<file path="config.mk">
export PLATFORM = sky130hd
export DESIGN_NAME = bollinger_band_indicator_top
export DESIGN_NICKNAME = d
export VERILOG_FILES = /design/src/design/bbi_pkg.sv /design/src/design/bollinger_band_indicator_top.sv
export SDC_FILE = /design/constraint.sdc
export NUM_CORES = 2
export LEC_CHECK = 0
export BUFFER_PORTS_ARGS = -buffer_cell sky130_fd_sc_hd__clkbuf_2
export CORE_MARGIN = 4
export CORE_UTILIZATION = 30
export CTS_CLUSTER_DIAMETER = 30
export DETAILED_ROUTE_END_ITERATION = 7
export PLACE_DENSITY = 0.48
export SLEW_MARGIN = 10
export SYNTH_ARGS = -nofsm -noshare
export SYNTH_HDL_FRONTEND = slang
export SYNTH_SLANG_ARGS = --single-unit
</file>
<file path="constraint.sdc">
create_clock -name i_clk -period 18.8 [get_ports i_clk]
set_clock_uncertainty 0.1 [all_clocks]
set_input_delay 5.64 -clock i_clk [delete_from_list [all_inputs] [get_ports i_clk]]
set_output_delay 5.64 -clock i_clk [all_outputs]
set_load 0.005 [all_outputs]
</file>
<file path="src/design/bbi_pkg.sv">
// Package for the Bollinger band indicator: field widths, register indexes,
// reset values and the sequencer state type. No dependencies.
package bbi_pkg;

    localparam int MAX_WINDOW_DEF = 64;
    localparam int PRICE_BITS_DEF = 24;

    localparam int WL_W       = 7;
    localparam int BM_W       = 12;
    localparam int TAG_W      = 32;
    localparam int BAND_W     = 40;
    localparam int MID_W      = 32;
    localparam int CFG_IDX_W  = 2;
    localparam int CFG_DATA_W = 12;

    localparam logic [WL_W-1:0] WL_RESET = 7'd20;
    localparam logic [BM_W-1:0] BM_RESET = 12'd512;

    localparam logic [CFG_IDX_W-1:0] REG_WINDOW_LENGTH   = 2'd0;
    localparam logic [CFG_IDX_W-1:0] REG_BAND_MULTIPLIER = 2'd1;

    typedef enum logic [4:0] {
        ST_IDLE,
        ST_READ,
        ST_SUMADD,
        ST_MUL,
        ST_SQ_SUB,
        ST_SQ_ADD,
        ST_SS_LOAD,
        ST_DSUB,
        ST_DIV_LOAD,
        ST_DIV,
        ST_SQRT_LOAD,
        ST_SQRT,
        ST_BM_LOAD,
        ST_MID_LOAD,
        ST_UP,
        ST_LO,
        ST_OUT
    } t_state;

endpackage

</file>
<file path="src/design/bollinger_band_indicator_top.sv">
// Bollinger bands over a sliding price window: one add/subtract unit under a sequencer.
// Depends on bbi_pkg.
// One price word at a time: o_ready is high only while the sequencer is idle, so no word is
// taken before the last one has been worked through; the next word is taken while a result
// waits in the output register. While the window fills, the variance and band steps are skipped.
// The divider and square-root loops make one bit per cycle through the shared adder.
// Reset (synchronous, active low) restores the registers to 20 and 2.0 and clears the series.
module bollinger_band_indicator_top #(
    parameter int MAX_WINDOW = bbi_pkg::MAX_WINDOW_DEF,
    parameter int PRICE_BITS = bbi_pkg::PRICE_BITS_DEF
) (
    input  logic                              i_clk,
    input  logic                              i_rst_n,
    input  logic                              i_valid,
    output logic                              o_ready,
    input  logic [PRICE_BITS-1:0]             i_close_price,
    input  logic [bbi_pkg::TAG_W-1:0]         i_time_tag,
    output logic                              o_valid,
    input  logic                              i_ready,
    output logic                              o_band_valid,
    output logic signed [bbi_pkg::BAND_W-1:0] o_upper_band,
    output logic [bbi_pkg::MID_W-1:0]         o_middle_band,
    output logic signed [bbi_pkg::BAND_W-1:0] o_lower_band,
    output logic [bbi_pkg::TAG_W-1:0]         o_result_tag,
    input  logic                              i_cfg_valid,
    output logic                              o_cfg_ready,
    input  logic [bbi_pkg::CFG_IDX_W-1:0]     i_cfg_index,
    input  logic [bbi_pkg::CFG_DATA_W-1:0]    i_cfg_data
);
    import bbi_pkg::*;

    localparam int LEN_W   = $clog2(MAX_WINDOW + 1);
    localparam int ADDR_W  = $clog2(MAX_WINDOW);
    localparam int SUM_W   = PRICE_BITS + LEN_W;
    localparam int SQ_W    = 2 * PRICE_BITS + LEN_W;
    localparam int D_W     = 2 * SUM_W;
    localparam int AW_MIN  = 2 * ((D_W + 17) / 2);
    localparam int AW      = (AW_MIN > BAND_W + 2) ? AW_MIN : BAND_W + 2;
    localparam int RT_ITER = AW / 2;
    localparam int DIV1_NB = D_W + 16;
    localparam int DIV2_NB = SUM_W + 8;
    localparam int CNT_W   = $clog2(AW + 1);

    logic [PRICE_BITS-1:0] mem_window [MAX_WINDOW];

    t_state              r_state, n_state, r_ret;
    logic [WL_W-1:0]     r_wl;
    logic [BM_W-1:0]     r_bm;
    logic [ADDR_W-1:0]   r_slot;
    logic [LEN_W-1:0]    r_fill;
    logic [SUM_W-1:0]    r_sum;
    logic [SQ_W-1:0]     r_sq;
    logic                r_evict, r_res_valid;
    logic [PRICE_BITS-1:0] r_price, r_rd;
    logic [TAG_W-1:0]    r_tag;
    logic [AW-1:0]       r_acc, r_ma, r_mb, r_num, r_rem, r_dv, r_delta, r_up, r_lo;
    logic [D_W-1:0]      r_lq;
    logic [CNT_W-1:0]    r_cnt;

    logic [LEN_W-1:0]    len;
    logic [LEN_W-1:0]    slot_inc, fill_new;
    logic                in_acc, cfg_acc, out_free;
    logic [AW-1:0]       alu_a, alu_b, alu_y;
    logic                alu_sub, alu_ge;
    logic [AW:0]         alu_full;
    logic [AW-1:0]       div_trial, sqrt_trial;

    always_comb begin
        if (r_wl == '0) begin
            len = LEN_W'(1);
        end else if (32'(r_wl) > 32'(MAX_WINDOW)) begin
            len = LEN_W'(MAX_WINDOW);
        end else begin
            len = LEN_W'(r_wl);
        end
    end

    // A pending register write takes precedence over a new price word.
    assign o_ready     = (r_state == ST_IDLE) && !i_cfg_valid;
    assign o_cfg_ready = (r_state == ST_IDLE);
    assign in_acc      = i_valid && o_ready;
    assign cfg_acc     = i_cfg_valid && o_cfg_ready;
    assign out_free    = !o_valid || i_ready;
    assign slot_inc    = LEN_W'(r_slot) + LEN_W'(1);
    assign fill_new    = (r_fill < len) ? r_fill + LEN_W'(1) : r_fill;
    assign div_trial   = {r_rem[AW-2:0], r_num[AW-1]};
    assign sqrt_trial  = {r_rem[AW-3:0], r_num[AW-1:AW-2]};

    // Shared add/subtract unit; the carry out is the greater-or-equal flag.
    always_comb begin
        alu_a   = '0;
        alu_b   = '0;
        alu_sub = 1'b0;
        case (r_state)
            ST_READ: begin
                alu_a = AW'(r_sum); alu_b = AW'(r_rd); alu_sub = 1'b1;
            end
            ST_SUMADD: begin
                alu_a = AW'(r_sum); alu_b = AW'(r_price);
            end
            ST_MUL: begin
                alu_a = r_acc; alu_b = r_mb[0] ? r_ma : '0;
            end
            ST_SQ_SUB: begin
                alu_a = AW'(r_sq); alu_b = r_acc; alu_sub = 1'b1;
            end
            ST_SQ_ADD: begin
                alu_a = AW'(r_sq); alu_b = r_acc;
            end
            ST_DSUB: begin
                alu_a = AW'(r_lq); alu_b = r_acc; alu_sub = 1'b1;
            end
            ST_DIV: begin
                alu_a = div_trial; alu_b = r_dv; alu_sub = 1'b1;
            end
            ST_SQRT: begin
                alu_a = sqrt_trial; alu_b = {r_acc[AW-3:0], 2'b01}; alu_sub = 1'b1;
            end
            ST_UP: begin
                alu_a = r_num; alu_b = r_delta;
            end
            ST_LO: begin
                alu_a = r_num; alu_b = r_delta; alu_sub = 1'b1;
            end
            default: begin
                alu_a = '0;
            end
        endcase
    end

    assign alu_full = {1'b0, alu_a} + {1'b0, (alu_sub ? ~alu_b : alu_b)} + (AW+1)'(alu_sub);
    assign alu_y    = alu_full[AW-1:0];
    assign alu_ge   = alu_full[AW];

    always_comb begin
        n_state = r_state;
        case (r_state)
            ST_IDLE:      if (in_acc) n_state = ST_READ;
            ST_READ:      n_state = ST_SUMADD;
            ST_SUMADD:    n_state = ST_MUL;
            ST_MUL:       if (r_mb == '0) n_state = r_ret;
            ST_SQ_SUB:    n_state = ST_MUL;
            ST_SQ_ADD:    n_state = r_res_valid ? ST_MUL : ST_OUT;
            ST_SS_LOAD:   n_state = ST_MUL;
            ST_DSUB:      n_state = ST_MUL;
            ST_DIV_LOAD:  n_state = ST_DIV;
            ST_DIV:       if (r_cnt == '0) n_state = r_ret;
            ST_SQRT_LOAD: n_state = ST_SQRT;
            ST_SQRT:      if (r_cnt == '0) n_state = ST_BM_LOAD;
            ST_BM_LOAD:   n_state = ST_MUL;
            ST_MID_LOAD:  n_state = ST_DIV;
            ST_UP:        n_state = ST_LO;
            ST_LO:        n_state = ST_OUT;
            ST_OUT:       if (out_free) n_state = ST_IDLE;
            default:      n_state = ST_IDLE;
        endcase
    end

    always_ff @(posedge i_clk) begin
        if (in_acc) begin
            r_rd               <= mem_window[r_slot];
            mem_window[r_slot] <= i_close_price;
        end
    end

    always_ff @(posedge i_clk) begin
        if (!i_rst_n) begin
            r_state <= ST_IDLE;
            r_wl    <= WL_RESET;
            r_bm    <= BM_RESET;
            r_slot  <= '0;
            r_fill  <= '0;
            r_sum   <= '0;
            r_sq    <= '0;
            o_valid <= 1'b0;
        end else begin
            r_state <= n_state;
            if (cfg_acc && (i_cfg_index == REG_WINDOW_LENGTH ||
                            i_cfg_index == REG_BAND_MULTIPLIER)) begin
                if (i_cfg_index == REG_WINDOW_LENGTH) begin
                    r_wl <= i_cfg_data[WL_W-1:0];
                end else begin
                    r_bm <= i_cfg_data[BM_W-1:0];
                end
                r_slot <= '0;
                r_fill <= '0;
                r_sum  <= '0;
                r_sq   <= '0;
            end
            if (in_acc) begin
                r_slot <= (slot_inc >= len) ? '0 : slot_inc[ADDR_W-1:0];
                r_fill <= fill_new;
            end
            if ((r_state == ST_READ && r_evict) || r_state == ST_SUMADD) begin
                r_sum <= alu_y[SUM_W-1:0];
            end
            if (r_state == ST_SQ_SUB || r_state == ST_SQ_ADD) begin
                r_sq <= alu_y[SQ_W-1:0];
            end
            if (r_state == ST_OUT && out_free) begin
                o_valid <= 1'b1;
            end else if (i_ready) begin
                o_valid <= 1'b0;
            end
        end
    end

    always_ff @(posedge i_clk) begin
        if (in_acc) begin
            r_price     <= i_close_price;
            r_tag       <= i_time_tag;
            r_evict     <= (r_fill >= len);
            r_res_valid <= (fill_new >= len);
        end
        case (r_state)
            ST_SUMADD: begin
                r_acc <= '0;
                if (r_evict) begin
                    r_ma  <= AW'(r_rd);
                    r_mb  <= AW'(r_rd);
                    r_ret <= ST_SQ_SUB;
                end else begin
                    r_ma  <= AW'(r_price);
                    r_mb  <= AW'(r_price);
                    r_ret <= ST_SQ_ADD;
                end
            end
            ST_MUL: begin
                if (r_mb != '0) begin
                    r_acc <= alu_y;
                    r_ma  <= r_ma << 1;
                    r_mb  <= r_mb >> 1;
                end
            end
            ST_SQ_SUB: begin
                r_acc <= '0;
                r_ma  <= AW'(r_price);
                r_mb  <= AW'(r_price);
                r_ret <= ST_SQ_ADD;
            end
            ST_SQ_ADD: begin
                r_acc <= '0;
                r_ma  <= AW'(alu_y[SQ_W-1:0]);
                r_mb  <= AW'(len);
                r_ret <= ST_SS_LOAD;
            end
            ST_SS_LOAD: begin
                r_lq  <= r_acc[D_W-1:0];
                r_acc <= '0;
                r_ma  <= AW'(r_sum);
                r_mb  <= AW'(r_sum);
                r_ret <= ST_DSUB;
            end
            ST_DSUB: begin
                r_lq  <= alu_ge ? alu_y[D_W-1:0] : '0;
                r_acc <= '0;
                r_ma  <= AW'(len);
                r_mb  <= AW'(len);
                r_ret <= ST_DIV_LOAD;
            end
            ST_DIV_LOAD: begin
                r_dv  <= r_acc;
                r_num <= AW'(r_lq) << (AW - D_W);
                r_rem <= '0;
                r_cnt <= CNT_W'(DIV1_NB);
                r_ret <= ST_SQRT_LOAD;
            end
            ST_DIV: begin
                if (r_cnt != '0) begin
                    r_rem <= alu_ge ? alu_y : div_trial;
                    r_num <= {r_num[AW-2:0], alu_ge};
                    r_cnt <= r_cnt - CNT_W'(1);
                end
            end
            ST_SQRT_LOAD: begin
                r_rem <= '0;
                r_acc <= '0;
                r_cnt <= CNT_W'(RT_ITER);
            end
            ST_SQRT: begin
                if (r_cnt != '0) begin
                    r_rem <= alu_ge ? alu_y : sqrt_trial;
                    r_acc <= {r_acc[AW-2:0], alu_ge};
                    r_num <= r_num << 2;
                    r_cnt <= r_cnt - CNT_W'(1);
                end
            end
            ST_BM_LOAD: begin
                r_ma  <= r_acc;
                r_mb  <= AW'(r_bm);
                r_acc <= '0;
                r_ret <= ST_MID_LOAD;
            end
            ST_MID_LOAD: begin
                r_delta <= r_acc >> 8;
                r_dv    <= AW'(len);
                r_num   <= AW'(r_sum) << (AW - SUM_W);
                r_rem   <= '0;
                r_cnt   <= CNT_W'(DIV2_NB);
                r_ret   <= ST_UP;
            end
            ST_UP: begin
                r_up <= alu_y;
            end
            ST_LO: begin
                r_lo <= alu_y;
            end
            ST_OUT: begin
                if (out_free) begin
                    o_band_valid  <= r_res_valid;
                    o_result_tag  <= r_tag;
                    o_upper_band  <= r_res_valid ? BAND_W'(r_up) : '0;
                    o_lower_band  <= r_res_valid ? BAND_W'(r_lo) : '0;
                    o_middle_band <= r_res_valid ? MID_W'(r_num) : '0;
                end
            end
            default: begin
                r_cnt <= r_cnt;
            end
        endcase
    end

endmodule

</file>
==> metrics.md <==
| Metric | Value |
|---|---|
| GRT Residual Overflow | 0 |
| Chip height | around 600 um |
| Post-synthesis register bit count | 2,530 |
| Initial antenna violation count | 20 |
| XOR/XNOR Fraction of Synth Area | about 1.3% |
| CP Max Fanout | 3 |
| Starting density of the core | 30.16% |
| # rows | roughly 220 |
| Peak VDD IR | 0.1146 mV |
| Core area | 349,700 sq um |
| Placed instance count | approximately 12,000 |
| Synth top cells by count | edfxtp_1 (2,406), a22oi_1 (705), nand2_1 (613) |
| Largest area contributor in the netlist | edfxtp_1 |
| Multi-input gate area | about 29,000 sq um |
| Clk sinks | ~2,500 |
| DR vias | 72,200 |
| Post-synth EDFFs | approximately 2,400 |
| Failing checks | DRC |
| Routed length per instance | roughly 28 um |
| Storage cell area | roughly 75,000 sq um |
| Worst slew margin | about 8.2% |
| Outcome | complete, but fails checks |
| Tightest Pin Transition | between 1000 and 1500 ps |
| Root Driver | clkbuf_16 |
| Worst hold path stage count | 0 |
| Post-route insts no fill | 12,960 |
| CTS Hold Bufs | 0 |
| Final hold vios | 0 |
| R2R Setup Slk | between 10,000 and 15,000 ps |
| Most frequent cell after synthesis | edfxtp_1 |
| Final Max Slew Viols | 0 |
| Seq/Total Area, Yosys | between 70% and 80% |
| CP endpoint kind | output port |
| Worst skew pair latency | just over 900 ps |
| Simple-gate share of the synthesized area | between 7 and 8% |
| CTS tree | built |
| Max incr delay on CP | around 170 ps |
| Max cap viols | 0 |
| Routed wire length | ~370 mm |
| Number of DRC markers in iteration 0 | between 8,000 and 9,000 |
| P&R area growth vs syn | 22.61% |
| Share of layout cells above drive strength 1 | 16.65% |
| RSZ-0062 raised after global routing | no |
| Crit path from | i_cfg_valid |
| Post-synth top area share | about two thirds |
| Fmax | approximately 0.085 GHz |
| IO Pins | 223 |
| Port Buf Inserts | between 200 and 250 |
| Initial DRT Pass Iterations | 8 |
| Gate Count Post-Synth | around 7,600 |
| Die area | between 300,000 and 400,000 sq um |
| Post-Syn Nets | 7,739 |
| Adder-cell share of the synthesized area | between 1 and 1.5% |
| Pwr Density | around 140 nW/um^2 |
| R2R cell count | 21 |
| Slowest cell on the critical path | nor2_1 |
| Compound-cell area share of the yosys netlist | 16.34% |
| Synth Flop Type | edfxtp_1 |
| CP required | around 13,000 ps |
| Cell-by-cell trace of the critical path | clkbuf_2 -> nor2_1 -> clkbuf_2 |
| R2R Path End | r_rem[75]$_DFFE_PP_ |
| WHS Endpoint | o_result_tag[16]$_DFFE_PP_ |
| Vias in the first global route | between 70,000 and 80,000 |
| R2r startpoint | r_state[3]$_SDFFE_PN0P_ |
| Vias per cell | ~5.6 |
| Largest family of logic cells by synthesized area | compound AO/OA/AOI/OAI gates |
| Yosys Warn Count | 0 |
| Cts repair resizes | 0 |
| Mux cell area share after synthesis | less than 1% |
| Post-route minimum period | approximately 12,000 ps |
| First-pass GRT wire length | about 520 mm |
| Lkg Pwr | around 43 nW |
| WP data arrival | between 6000 and 7000 ps |
| Critical path buffers and inverters | 2 |
| CP startpoint kind | input port |
| DP Wirelength | around 230 mm |
| DRC errors left | 17 |
| Family with the most delay on the worst path | buffers and inverters |
| Final period utilization | between 60% and 70% |
| Largest net degree at the start of global routing | 210 |
| NumNets Final | 8,116 |
| CP most frequent cell | clkbuf_2 |
| H-tree depth | 5 |
| Post-CTS Setup Bufs | 0 |
| Critical path type | in -> out |
| ANT nets after route | 0 |
| Chip width | approximately 600 um |
| Fraction of registers with async set/reset | 0% |
| Routability cong. | ~0.95 |
| HP Class | reg -> reg |
| Final setup viols | 0 |
| GRT Overall Usage | 19.46% |
| Finished Core Util | 36.98% |
| HP Start | r_tag[16]$_DFFE_PP_ |
| Num CTS Buffers | 483 |
| Setup TNS | 0 ps |
| Mapped cell area | between 100,000 and 150,000 sq um |
| Top cells by area, synth | edfxtp_1 (68%), a22oi_1 (5.0%), dfxtp_1 (2.4%) |
| Distinct cells, synth | ~80 |
| Syn Area/Cell | 13.95 sq um |
| # fillers | between 30,000 and 40,000 |
| CTS Buffer Depth | 4 |
| Clock slew at reported path FFs | 50 ps |
## metal layers
layer  share of wire (%)  global-route usage, %  wire (um)
met1                  41                  26.05     152100
met2                  47                  31.81     174800
met3                 7.8                  3.395      28590
met4                 3.5                  6.809      12900
met5               0.013                      0         49
## logic make-up (layout without fill, tap and decap cells)
group	count (synthesis)	in the layout
and+or+nand+nor	1657	1657
AOI/OAI and AO/OA	2415	2415
DFF	2530	2530
other	0	7
buffers and inverters	676	1473
adders and majority gates	104	104
muxes	17	17
xor gates and xnor gates	162	162
## report_power, final
group	internal, mW	switching (mW)	leakage [nW]
Combinational	0.650	1.85	12.4
Clock	5.85	2.95	8.09
Sequential	6.55	0.263	22.7
Total	13.0	5.07	43.2
## metrics by stage
| step | instance area (sq um) | power [mW] | hold slack, ps | setup WS, ps |
|---|---|---|---|---|
| after floorplan | 105500 | 8.194 | 300.3 | 5709 |
| after global placement | 112500 | 9.338 | 300.1 | 6940 |
| after detailed placement | 112500 | 9.363 | 305.2 | 6998 |
| after CTS | 129300 | 18.18 | 308.7 | 6995 |
| after global routing | 129300 | 18.69 | 319.1 | 6939 |
| final | 129300 | 18.12 | 315.1 | 7014 |
## worst max-delay path by stage
stage,end,slack (ps),cells past startpoint
4_1_cts,o_ready,6990,3
5_1_grt,o_ready,6940,3
3_3_place_gp,o_ready,6940,3
3_5_place_dp,o_ready,7000,3
2_1_floorplan,r_num[0]$_DFFE_PP_,5710,8
6_report,o_ready,7010,3
## sequential cells by signal (all words and copies together), names as in the netlist, 55 cells and up
name and cells:
mem_window 1536, r_acc 78, r_delta 70, r_dv 78, r_lq 62, r_ma 78
r_num 78, r_rem 77, r_sq 55
## layout make-up
| type | instances | area share (%) |
|---|---|---|
| Tap cell | 4599 | 4.450 |
| Timing Repair Buffer | 454 | 2.295 |
| Sequential cell | 2530 | 57.79 |
| Clock inverter | 331 | 3.059 |
| Antenna cell | 7 | 0.01355 |
| Clock buffer | 574 | 9.912 |
| Inverter | 114 | 0.3348 |
| Multi-Input combinational cell | 4355 | 22.15 |
## cell usage in the layout (no fill, tap or decap), types with 154 or more instances in the layout
| master | netlist | final |
|---|---|---|
| o21ai_0 | 297 | 297 |
| a222oi_1 | 170 | 170 |
| nand2_1 | 613 | 611 |
| nand3_1 | 234 | 234 |
| clkbuf_16 | 0 | 491 |
| clkbuf_2 | 0 | 220 |
| a31oi_1 | 185 | 185 |
| nor2_1 | 225 | 154 |
| and2_1 | 276 | 274 |
| a21oi_1 | 346 | 342 |
| a22oi_1 | 705 | 705 |
| a22o_1 | 226 | 226 |
| buf_4 | 1 | 224 |
| a221oi_1 | 168 | 168 |
| edfxtp_1 | 2406 | 2406 |
Note: power is estimated with default switching activity, not from simulation.
